**config.mk**
```make
export PLATFORM = sky130hd
export DESIGN_NAME = memory_protection_table_walker_flat
export DESIGN_NICKNAME = d
export VERILOG_FILES = /design/src/rtl/core/mptw_pkg.sv /design/src/rtl/core/mptw_if.sv /design/src/rtl/core/mptw_out_fifo.sv /design/src/rtl/core/memory_protection_table_walker.sv /design/src/flat_wrapper.sv
export SDC_FILE = /design/constraint.sdc
export NUM_CORES = 1
export LEC_CHECK = 0
export ABC_AREA = 1
export BUFFER_PORTS_ARGS = -buffer_cell sky130_fd_sc_hd__buf_2
export CORE_ASPECT_RATIO = 1.4
export CORE_MARGIN = 4
export CORE_UTILIZATION = 45
export DETAILED_ROUTE_END_ITERATION = 6
export PLACE_DENSITY = 0.66
export SLEW_MARGIN = 10
export SYNTH_ARGS = -nofsm -noshare
export SYNTH_HDL_FRONTEND = slang
export SYNTH_SLANG_ARGS = --single-unit
```
**constraint.sdc**
```tcl
create_clock -name clk_i -period 17.25 [get_ports clk_i]
set_input_delay 2.5875 -clock clk_i [delete_from_list [all_inputs] [get_ports clk_i]]
set_output_delay 2.5875 -clock clk_i [all_outputs]
set_load 0.02 [all_outputs]
```
**src/rtl/core/mptw_pkg.sv**
```systemverilog
`default_nettype none

package mptw_pkg;

  // Table geometry
  localparam int unsigned LevelsDefault = 4;
  localparam int unsigned IdxBits       = 9;
  localparam int unsigned PageOffset    = 12;
  localparam int unsigned EntryShift    = 3;  // 8 bytes per entry
  localparam int unsigned PpnBits       = 52;
  localparam int unsigned PpnLsb        = 10;
  localparam int unsigned PermFields    = 16;
  localparam int unsigned PermLsb       = 2;
  localparam int unsigned ShiftLevels   = 4;

  // Reset values of the page shift registers
  localparam logic [5:0] Shift0Reset = 6'd12;
  localparam logic [5:0] Shift1Reset = 6'd21;
  localparam logic [5:0] Shift2Reset = 6'd30;
  localparam logic [5:0] Shift3Reset = 6'd39;

  // Entry bits
  localparam int unsigned EntryValidBit = 0;
  localparam int unsigned EntryLeafBit  = 1;

  typedef enum logic {
    ModeStart = 1'b0,
    ModeData  = 1'b1
  } mptw_mode_e;

  typedef enum logic [1:0] {
    AccRead  = 2'd0,
    AccWrite = 2'd1,
    AccExec  = 2'd2,
    AccOther = 2'd3
  } mptw_access_e;

  typedef enum logic {
    RsltReadReq = 1'b0,
    RsltAnswer  = 1'b1
  } mptw_result_e;

  typedef enum logic [2:0] {
    CfgRootPpn = 3'd0,
    CfgShift0  = 3'd1,
    CfgShift1  = 3'd2,
    CfgShift2  = 3'd3,
    CfgShift3  = 3'd4
  } mptw_cfg_idx_e;

  typedef struct packed {
    logic        result_kind;
    logic [63:0] read_addr;
    logic        leaf_found;
    logic        allowed;
    logic [63:0] leaf_entry;
    logic [1:0]  leaf_level;
  } mptw_rsp_t;

endpackage

`default_nettype wire

```
**src/rtl/core/mptw_if.sv**
```systemverilog
`default_nettype none

interface mptw_req_if;
  logic        valid;
  logic        ready;
  logic        mode;
  logic [63:0] phys_addr;
  logic [1:0]  access_kind;
  logic [63:0] read_data;

  modport source (output valid, output mode, output phys_addr, output access_kind,
                  output read_data, input ready);
  modport sink   (input valid, input mode, input phys_addr, input access_kind,
                  input read_data, output ready);
endinterface

interface mptw_rsp_if;
  logic        valid;
  logic        ready;
  logic        result_kind;
  logic [63:0] read_addr;
  logic        leaf_found;
  logic        allowed;
  logic [63:0] leaf_entry;
  logic [1:0]  leaf_level;

  modport source (output valid, output result_kind, output read_addr, output leaf_found,
                  output allowed, output leaf_entry, output leaf_level, input ready);
  modport sink   (input valid, input result_kind, input read_addr, input leaf_found,
                  input allowed, input leaf_entry, input leaf_level, output ready);
endinterface

interface mptw_cfg_if;
  logic        valid;
  logic        ready;
  logic [2:0]  index;
  logic [63:0] data;

  modport source (output valid, output index, output data, input ready);
  modport sink   (input valid, input index, input data, output ready);
endinterface

`default_nettype wire

```
**src/rtl/core/mptw_out_fifo.sv**
```systemverilog
`default_nettype none

// Two-word result buffer: lets the walker keep taking words while one waits.
module mptw_out_fifo
  import mptw_pkg::*;
(
  input  wire logic      clk_i,
  input  wire logic      rst_ni,
  output logic           space_o,
  input  wire logic      push_i,
  input  wire mptw_rsp_t push_data_i,
  output logic           valid_o,
  input  wire logic      ready_i,
  output mptw_rsp_t      data_o
);

  mptw_rsp_t  mem_q [2];
  logic       wr_ptr_q, wr_ptr_d;
  logic       rd_ptr_q, rd_ptr_d;
  logic [1:0] cnt_q, cnt_d;
  logic       pop;

  assign space_o = (cnt_q != 2'd2);
  assign valid_o = (cnt_q != 2'd0);
  assign data_o  = mem_q[rd_ptr_q];
  assign pop     = valid_o && ready_i;

  always_comb begin
    wr_ptr_d = push_i ? ~wr_ptr_q : wr_ptr_q;
    rd_ptr_d = pop ? ~rd_ptr_q : rd_ptr_q;
    cnt_d    = cnt_q + {1'b0, push_i} - {1'b0, pop};
  end

  always_ff @(posedge clk_i or negedge rst_ni) begin
    if (!rst_ni) begin
      wr_ptr_q <= 1'b0;
      rd_ptr_q <= 1'b0;
      cnt_q    <= 2'd0;
    end else begin
      wr_ptr_q <= wr_ptr_d;
      rd_ptr_q <= rd_ptr_d;
      cnt_q    <= cnt_d;
    end
  end

  always_ff @(posedge clk_i) begin
    if (push_i) begin
      mem_q[wr_ptr_q] <= push_data_i;
    end
  end

endmodule

`default_nettype wire

```
**src/rtl/core/memory_protection_table_walker.sv**
```systemverilog
`default_nettype none

// Memory protection table walker.
// req_i takes words of two kinds: mode start latches an address and access
// kind and begins a walk at the top level; mode data hands back the table
// entry that the last read request asked for. rsp_o gives one word per start
// and per data word taken during a walk: either a table read request with the
// entry address, or the final answer (leaf found, allowed, raw leaf, level).
// A data word while no walk runs gives nothing; a start during a walk drops it.
// cfg_i writes the root page number and the four per-level page shifts; it is
// always ready. The user must write it only while the walker is idle; the
// block itself does not enforce this. Response words are registered in the
// result buffer. Throughput: one word per cycle while the buffer has space,
// set by the single pass of index select, entry add and permission pick
// between the walk state and the result buffer. When rsp_o stalls, the
// two-word buffer absorbs results; req_i ready drops only once both are held.
// Reset: walker idle, buffer empty, root page 0, shifts 12/21/30/39.
module memory_protection_table_walker
  import mptw_pkg::*;
#(
  parameter int unsigned LEVELS = LevelsDefault
) (
  input  wire logic clk_i,
  input  wire logic rst_ni,
  mptw_req_if.sink   req_i,
  mptw_cfg_if.sink   cfg_i,
  mptw_rsp_if.source rsp_o
);

  localparam int unsigned LvlW = (LEVELS > 1) ? $clog2(LEVELS) : 1;

  // Configuration
  logic [PpnBits-1:0] root_ppn_q;
  logic [5:0]         shift_q [ShiftLevels];

  // Walk state
  logic               busy_q, busy_d;
  logic [LvlW-1:0]    level_q, level_d;
  logic [63:0]        addr_q, addr_d;
  logic [1:0]         kind_q, kind_d;
  logic [PpnBits-1:0] ppn_q, ppn_d;     // table base is ppn << 12

  logic      space;
  logic      req_fire;
  logic      has_rslt;
  mptw_rsp_t rslt;
  mptw_rsp_t buf_data;

  logic [IdxBits-1:0] idx;
  logic [63:0]        entry_addr;
  logic [2:0]         lvl3;
  logic [63:0]        sh_addr;
  logic [3:0]         pi;
  logic [2:0]         perm;
  logic               grant;
  logic [63:0]        ent;

  assign cfg_i.ready = 1'b1;
  assign req_i.ready = space;
  assign req_fire    = req_i.valid && space;
  assign ent         = req_i.read_data;

  // Config writes; indexes past the list are dropped.
  always_ff @(posedge clk_i or negedge rst_ni) begin
    if (!rst_ni) begin
      root_ppn_q <= '0;
      shift_q[0] <= Shift0Reset;
      shift_q[1] <= Shift1Reset;
      shift_q[2] <= Shift2Reset;
      shift_q[3] <= Shift3Reset;
    end else if (cfg_i.valid) begin
      unique case (cfg_i.index)
        CfgRootPpn: root_ppn_q <= cfg_i.data[PpnBits-1:0];
        CfgShift0:  shift_q[0] <= cfg_i.data[5:0];
        CfgShift1:  shift_q[1] <= cfg_i.data[5:0];
        CfgShift2:  shift_q[2] <= cfg_i.data[5:0];
        CfgShift3:  shift_q[3] <= cfg_i.data[5:0];
        default: ;
      endcase
    end
  end

  // Permission pick on the current walk state
  always_comb begin
    lvl3    = 3'(level_q);
    sh_addr = addr_q >> shift_q[lvl3[1:0]];
    pi      = sh_addr[3:0];
    perm    = '0;
    for (int f = 0; f < PermFields; f++) begin
      if (pi == 4'(f)) perm = ent[PermLsb + 3*f +: 3];
    end
    if (lvl3 > 3'd3) begin
      grant = 1'b0;  // no page shift above level three
    end else begin
      unique case (kind_q)
        AccRead:  grant = perm[0];
        AccWrite: grant = perm[1];
        AccExec:  grant = perm[2];
        default:  grant = 1'b0;
      endcase
    end
  end

  // Next walk state, then entry address from the next state
  always_comb begin
    busy_d   = busy_q;
    level_d  = level_q;
    addr_d   = addr_q;
    kind_d   = kind_q;
    ppn_d    = ppn_q;
    has_rslt = 1'b0;
    rslt     = '0;
    if (req_i.mode == ModeStart) begin
      busy_d           = 1'b1;
      level_d          = LvlW'(LEVELS - 1);
      addr_d           = req_i.phys_addr;
      kind_d           = req_i.access_kind;
      ppn_d            = root_ppn_q;
      has_rslt         = 1'b1;
      rslt.result_kind = RsltReadReq;
    end else if (busy_q) begin
      has_rslt = 1'b1;
      priority if (!ent[EntryValidBit]) begin
        busy_d           = 1'b0;
        rslt.result_kind = RsltAnswer;
      end else if (ent[EntryLeafBit]) begin
        busy_d           = 1'b0;
        rslt.result_kind = RsltAnswer;
        rslt.leaf_found  = 1'b1;
        rslt.allowed     = grant;
        rslt.leaf_entry  = ent;
        rslt.leaf_level  = lvl3[1:0];
      end else if (level_q == '0) begin
        busy_d           = 1'b0;
        rslt.result_kind = RsltAnswer;
      end else begin
        level_d          = level_q - LvlW'(1);
        ppn_d            = ent[PpnLsb +: PpnBits];
        rslt.result_kind = RsltReadReq;
      end
    end

    idx = '0;
    for (int l = 0; l < LEVELS; l++) begin
      if (level_d == LvlW'(l)) idx = addr_d[IdxBits*l + PageOffset +: IdxBits];
    end
    entry_addr = {ppn_d, {PageOffset{1'b0}}} + (64'(idx) << EntryShift);
    if (rslt.result_kind == RsltReadReq) begin
      rslt.read_addr = entry_addr;
    end
  end

  always_ff @(posedge clk_i or negedge rst_ni) begin
    if (!rst_ni) begin
      busy_q  <= 1'b0;
      level_q <= '0;
      addr_q  <= '0;
      kind_q  <= '0;
      ppn_q   <= '0;
    end else if (req_fire) begin
      busy_q  <= busy_d;
      level_q <= level_d;
      addr_q  <= addr_d;
      kind_q  <= kind_d;
      ppn_q   <= ppn_d;
    end
  end

  mptw_out_fifo u_out_fifo (
    .clk_i       (clk_i),
    .rst_ni      (rst_ni),
    .space_o     (space),
    .push_i      (req_fire && has_rslt),
    .push_data_i (rslt),
    .valid_o     (rsp_o.valid),
    .ready_i     (rsp_o.ready),
    .data_o      (buf_data)
  );

  assign rsp_o.result_kind = buf_data.result_kind;
  assign rsp_o.read_addr   = buf_data.read_addr;
  assign rsp_o.leaf_found  = buf_data.leaf_found;
  assign rsp_o.allowed     = buf_data.allowed;
  assign rsp_o.leaf_entry  = buf_data.leaf_entry;
  assign rsp_o.leaf_level  = buf_data.leaf_level;

endmodule

`default_nettype wire
```
**src/flat_wrapper.sv**
```systemverilog
// flat-port wrapper written by rule: the top's interface ports become plain ports
module memory_protection_table_walker_flat import mptw_pkg::*;
#(
  parameter int unsigned LEVELS = LevelsDefault
)
  (clk_i, rst_ni, req_i_valid, req_i_mode, req_i_phys_addr, req_i_access_kind, req_i_read_data, req_i_ready, cfg_i_valid, cfg_i_index, cfg_i_data, cfg_i_ready, rsp_o_valid, rsp_o_result_kind, rsp_o_read_addr, rsp_o_leaf_found, rsp_o_allowed, rsp_o_leaf_entry, rsp_o_leaf_level, rsp_o_ready);
  mptw_req_if req_i_i ();
  mptw_cfg_if cfg_i_i ();
  mptw_rsp_if rsp_o_i ();
  input  wire logic clk_i;
  input  wire logic rst_ni;
  input wire logic [$bits(req_i_i.valid)-1:0] req_i_valid;
  input wire logic [$bits(req_i_i.mode)-1:0] req_i_mode;
  input wire logic [$bits(req_i_i.phys_addr)-1:0] req_i_phys_addr;
  input wire logic [$bits(req_i_i.access_kind)-1:0] req_i_access_kind;
  input wire logic [$bits(req_i_i.read_data)-1:0] req_i_read_data;
  output wire logic [$bits(req_i_i.ready)-1:0] req_i_ready;
  input wire logic [$bits(cfg_i_i.valid)-1:0] cfg_i_valid;
  input wire logic [$bits(cfg_i_i.index)-1:0] cfg_i_index;
  input wire logic [$bits(cfg_i_i.data)-1:0] cfg_i_data;
  output wire logic [$bits(cfg_i_i.ready)-1:0] cfg_i_ready;
  output wire logic [$bits(rsp_o_i.valid)-1:0] rsp_o_valid;
  output wire logic [$bits(rsp_o_i.result_kind)-1:0] rsp_o_result_kind;
  output wire logic [$bits(rsp_o_i.read_addr)-1:0] rsp_o_read_addr;
  output wire logic [$bits(rsp_o_i.leaf_found)-1:0] rsp_o_leaf_found;
  output wire logic [$bits(rsp_o_i.allowed)-1:0] rsp_o_allowed;
  output wire logic [$bits(rsp_o_i.leaf_entry)-1:0] rsp_o_leaf_entry;
  output wire logic [$bits(rsp_o_i.leaf_level)-1:0] rsp_o_leaf_level;
  input wire logic [$bits(rsp_o_i.ready)-1:0] rsp_o_ready;
  assign req_i_i.valid = req_i_valid;
  assign req_i_i.mode = req_i_mode;
  assign req_i_i.phys_addr = req_i_phys_addr;
  assign req_i_i.access_kind = req_i_access_kind;
  assign req_i_i.read_data = req_i_read_data;
  assign req_i_ready = req_i_i.ready;
  assign cfg_i_i.valid = cfg_i_valid;
  assign cfg_i_i.index = cfg_i_index;
  assign cfg_i_i.data = cfg_i_data;
  assign cfg_i_ready = cfg_i_i.ready;
  assign rsp_o_valid = rsp_o_i.valid;
  assign rsp_o_result_kind = rsp_o_i.result_kind;
  assign rsp_o_read_addr = rsp_o_i.read_addr;
  assign rsp_o_leaf_found = rsp_o_i.leaf_found;
  assign rsp_o_allowed = rsp_o_i.allowed;
  assign rsp_o_leaf_entry = rsp_o_i.leaf_entry;
  assign rsp_o_leaf_level = rsp_o_i.leaf_level;
  assign rsp_o_i.ready = rsp_o_ready;
  memory_protection_table_walker #(.LEVELS(LEVELS)) u_core (.clk_i(clk_i), .rst_ni(rst_ni), .req_i(req_i_i), .cfg_i(cfg_i_i), .rsp_o(rsp_o_i));
endmodule
```
==> results.md <==
- Entering global routing, the biggest net connects 106 pins.
- 339 I/O pins were placed.
- The gate count of the mapped netlist is 2463.
- The count of unique library cells instantiated by Yosys is 47.
- STA classifies the critical path endpoint as a register.
- The flow ran to the end, and the final reports show no timing, DRC or antenna violations.
- The final hold violation count is 0.
- For this configuration, the core starts out at a cell density of 0.4572.
- The register-to-register path setup slack is 11.99 ns.
- The leakage component of the power is 11.70 nW.
- The layout cell share with drive strength beyond 1 is 0.1972.
- The DRC violation count after routing is 0.
- Across all layers, the routed design uses 18.34k vias.
- Yosys printed 0 warnings.
- Dividing total power by cell area gives a power density of 204.2 nW/um^2.
- The net switching power is 0.002403 W.
- The post-route setup TNS is 0 ns.
- The type of element launching the critical path is an input pin.
- The length of the first detailed-routing pass in iterations is 5.
- The top flip-flop cell by instance count after synthesis is edfxtp_1.
- The fmax is 169.4 MHz.
- The share of total power dissipated in sequential elements is 0.334.
- The height of the die is 270.0 um.
- The combinational share of power is 0.482.
- The total global-route track usage is 0.2465.
- Summing internal, switching and leakage power gives 0.005187 W.
- The post-detailed-routing wire length is 67720 um.
- The tool flagged a number of max-cap violations equal to 0.
- At the worst endpoint, the arrival time is 6.09 ns.
- The H-tree was split into 2 levels.
- Yosys attributes the largest share of cell area to edfxtp_1, dfrtp_1, nand2_1.
- The count of flip-flops with a built-in enable after synthesis is 256.
- The via count of the first global-routing pass is 17.88k.
- The area share of the largest cell type after synthesis is 0.3484.
- The clock sink count is 457.
- Global routing finished with a remaining overflow of 0.
- The minimum clock period after layout is 5.903 ns.
- Once the clock tree was built, the resizer swapped 0 gates to a different size.
- The critical path required time is 17.44 ns.
- The initial antenna violation count came to 11.
- The cell area that synthesis handed to floorplanning was 22060 um^2.
- Summed over all nets, the half-perimeter wirelength after detailed placement is 45910 um.
- The library cell with the highest instance count after synthesis is nand2_1.
- The wire length of the first global-routing pass is 102300 um.
- In the finished design, the share of the clock period the worst path needs comes to 0.3422.
- The kind of critical path is in2reg.
- Measured against its own limit, the worst slew margin works out to 0.2197.
- The number of nets in the finished design is 2913.
- The number of slew-limit violations in the final report is 0.
- The initial DRC count is 1498.
- The clock arrives with 0.02068 ns of skew.
- The clock passes through at most 3 buffers.
- Clock latency on the worst-skew pair, taken at its later pin, is 0.58 ns.
- TritonCTS built the clock tree.
- The internal portion of the total power is 0.002784 W.
- The final routed wire length divided by cell count is 20.01 um.
- Compared with the post-synthesis result, the final layout area differs by 15.13%.
- The die covers 52680 um^2.
- In this run the worst path has a maximum fanout of 77.
- The worst vdd rail ir drop is 148.3 uV.
- Once the clock tree was built, the setup fixing pass inserted 0 buffers.
- Summed over all instances, the cell type with the most area after synthesis is edfxtp_1.
- The post-synthesis register bit count is 457.
- The net switching fraction of the power is 0.4632.
- Setup repair after global routing left no endpoint under its margin.
- The worst min-delay path category is reg2reg.
- The total setup violations reported at the end of the flow is 0.
- The clock network power share is 0.184.
- Clock-pin slew was measured on the worst setup and hold paths at 0.06 ns.
- The floorplan step set the die width to 195.1 um.
- By count the netlist is led by nand2_1, edfxtp_1, o21ai_0, dfrtp_1, nor2_1.
- The number of hold buffers added after CTS is 0.
- The per-cell via count in the routed design is 5.419.
- The clock root buffer is clkbuf_16.
- The number of buffers created by CTS is 45.
- The congestion estimate from routability-driven global placement came to 0.9344.
- In this run the tool buffered the top-level ports with 322 buffer cells.
- For the pin with the worst max-slew slack, the measured transition is 1.171 ns.
- The number of antenna-violating nets in the routed design is 0.
- In this run the core area contains 95 standard-cell rows.
- The part of the Yosys area used for sequential elements is 0.5772.
- The total area inside the core boundary comes to 48260 um^2.
- The average instance in the mapped netlist occupies 8.958 um^2.
- The proportion of register bits with asynchronous set or reset after synthesis is 0.4398.
-- power groups by stage --
stage / combinational, W / clock [W] / sequential [W]
CTS: 0.00251 / 0.000975 / 0.00173
detailed placement: 0.00250 / 0 / 0.00175
finish: 0.00250 / 0.000954 / 0.00173
floorplan: 0.00177 / 0 / 0.00168
global route: 0.00275 / 0.00102 / 0.00176
global placement: 0.00246 / 0 / 0.00173
-- kinds of logic after synthesis --
kind of cell	Yosys count	share of synthesized area
other cells	2	0.0003404
fa+ha+maj	2	0.001134
buf+inv	285	0.05541
xor+xnor	4	0.001588
simple gates	1268	0.2364
flops	457	0.5772
mux	76	0.03851
compound gates	369	0.08944
-- worst max-delay path: stages --
cell and delay (ns):
buf_2 0.08, buf_4 0.71, clkinv_2 0.90, o21ai_0 0.98
nor2_4 0.27, buf_4 0.50
-- stage by stage --
stage / instance area, um^2 / setup WS, ns / hold slack, ns / utilization / cells
after floorplan: 22070 / 7.932 / 0.4455 / - / 2465
after global placement: 23970 / 10.72 / 0.4621 / 0.4968 / 3291
after detailed placement: 23970 / 10.67 / 0.4680 / 0.4968 / 3291
after CTS: 25370 / 11.28 / 0.4841 / 0.5258 / 3374
after global routing: 25390 / 11.10 / 0.4935 / 0.5262 / 3382
final: 25400 / 11.35 / 0.4817 / 0.5263 / 3384
-- final cells by class --
class | instances | area (um^2)
Timing Repair Buffer | 339 | 1748
Inverter | 142 | 548.0
Antenna cell | 10 | 25.02
Clock buffer | 57 | 1171
Sequential cell | 457 | 12740
Multi-Input combinational cell | 1723 | 8152
Clock inverter | 26 | 230.2
Fill cell | 4511 | 22860
Tap cell | 630 | 788.3
-- sequential cells by signal, indices dropped and copies added, names as in the netlist --
signal	flops
u_core.u_out_fifo.mem_q	256
u_core.addr_q	64
u_core.ppn_q	52
u_core.root_ppn_q	52
u_core.shift_q	24
u_core.kind_q	2
u_core.level_q	2
u_core.u_out_fifo.cnt_q	2
u_core.busy_q	1
u_core.u_out_fifo.rd_ptr_q	1
u_core.u_out_fifo.wr_ptr_q	1
-- per-layer routing --
metal | wire [um] | vias to the layer above | track usage
li1 | - | 8655 | -
met1 | 26150 | 8832 | 0.2996
met2 | 34540 | 713 | 0.4352
met3 | 3948 | 136 | 0.03144
met4 | 3079 | 2 | 0.1147
met5 | 12 | - | 0
-- path summary, 6_finish.rpt --
kind	from	endpoint	cells past startpoint
max reg2reg	u_core.level_q[0]	u_core.u_out_fifo.mem_q[1][66]	27
min in group asynchronous	rst_ni	u_core.addr_q[29]	1
max	req_i_mode	u_core.u_out_fifo.mem_q[0][5]	6
min	u_core.root_ppn_q[1]	u_core.root_ppn_q[1]	2
max in group asynchronous	rst_ni	u_core.u_out_fifo.rd_ptr_q	2
min reg2reg	u_core.root_ppn_q[1]	u_core.root_ppn_q[1]	2
-- placed cells by master (no fill, tap or decap), types with 4 or more instances in the layout --
cell type	count
diode_2	10
clkbuf_1	12
clkbuf_16	45
clkinv_2	12
dfstp_2	13
inv_2	4
a221o_1	6
nor2_4	5
nand2_2	10
o21ai_1	9
mux2i_1	5
o21ai_0	247
clkinv_1	7
conb_1	4
edfxtp_1	256
or2_0	4
buf_2	321
nand4_1	8
nand2_1	852
or2_1	5
o211ai_1	16
inv_1	131
a21oi_1	80
nand2_4	6
nor3_1	7
dfrtp_1	187
mux2_2	71
nor2_1	185
buf_4	17
nand3_1	166
nor2_2	5
inv_4	5
No activity file was read; power rests on OpenSTA's default activity.
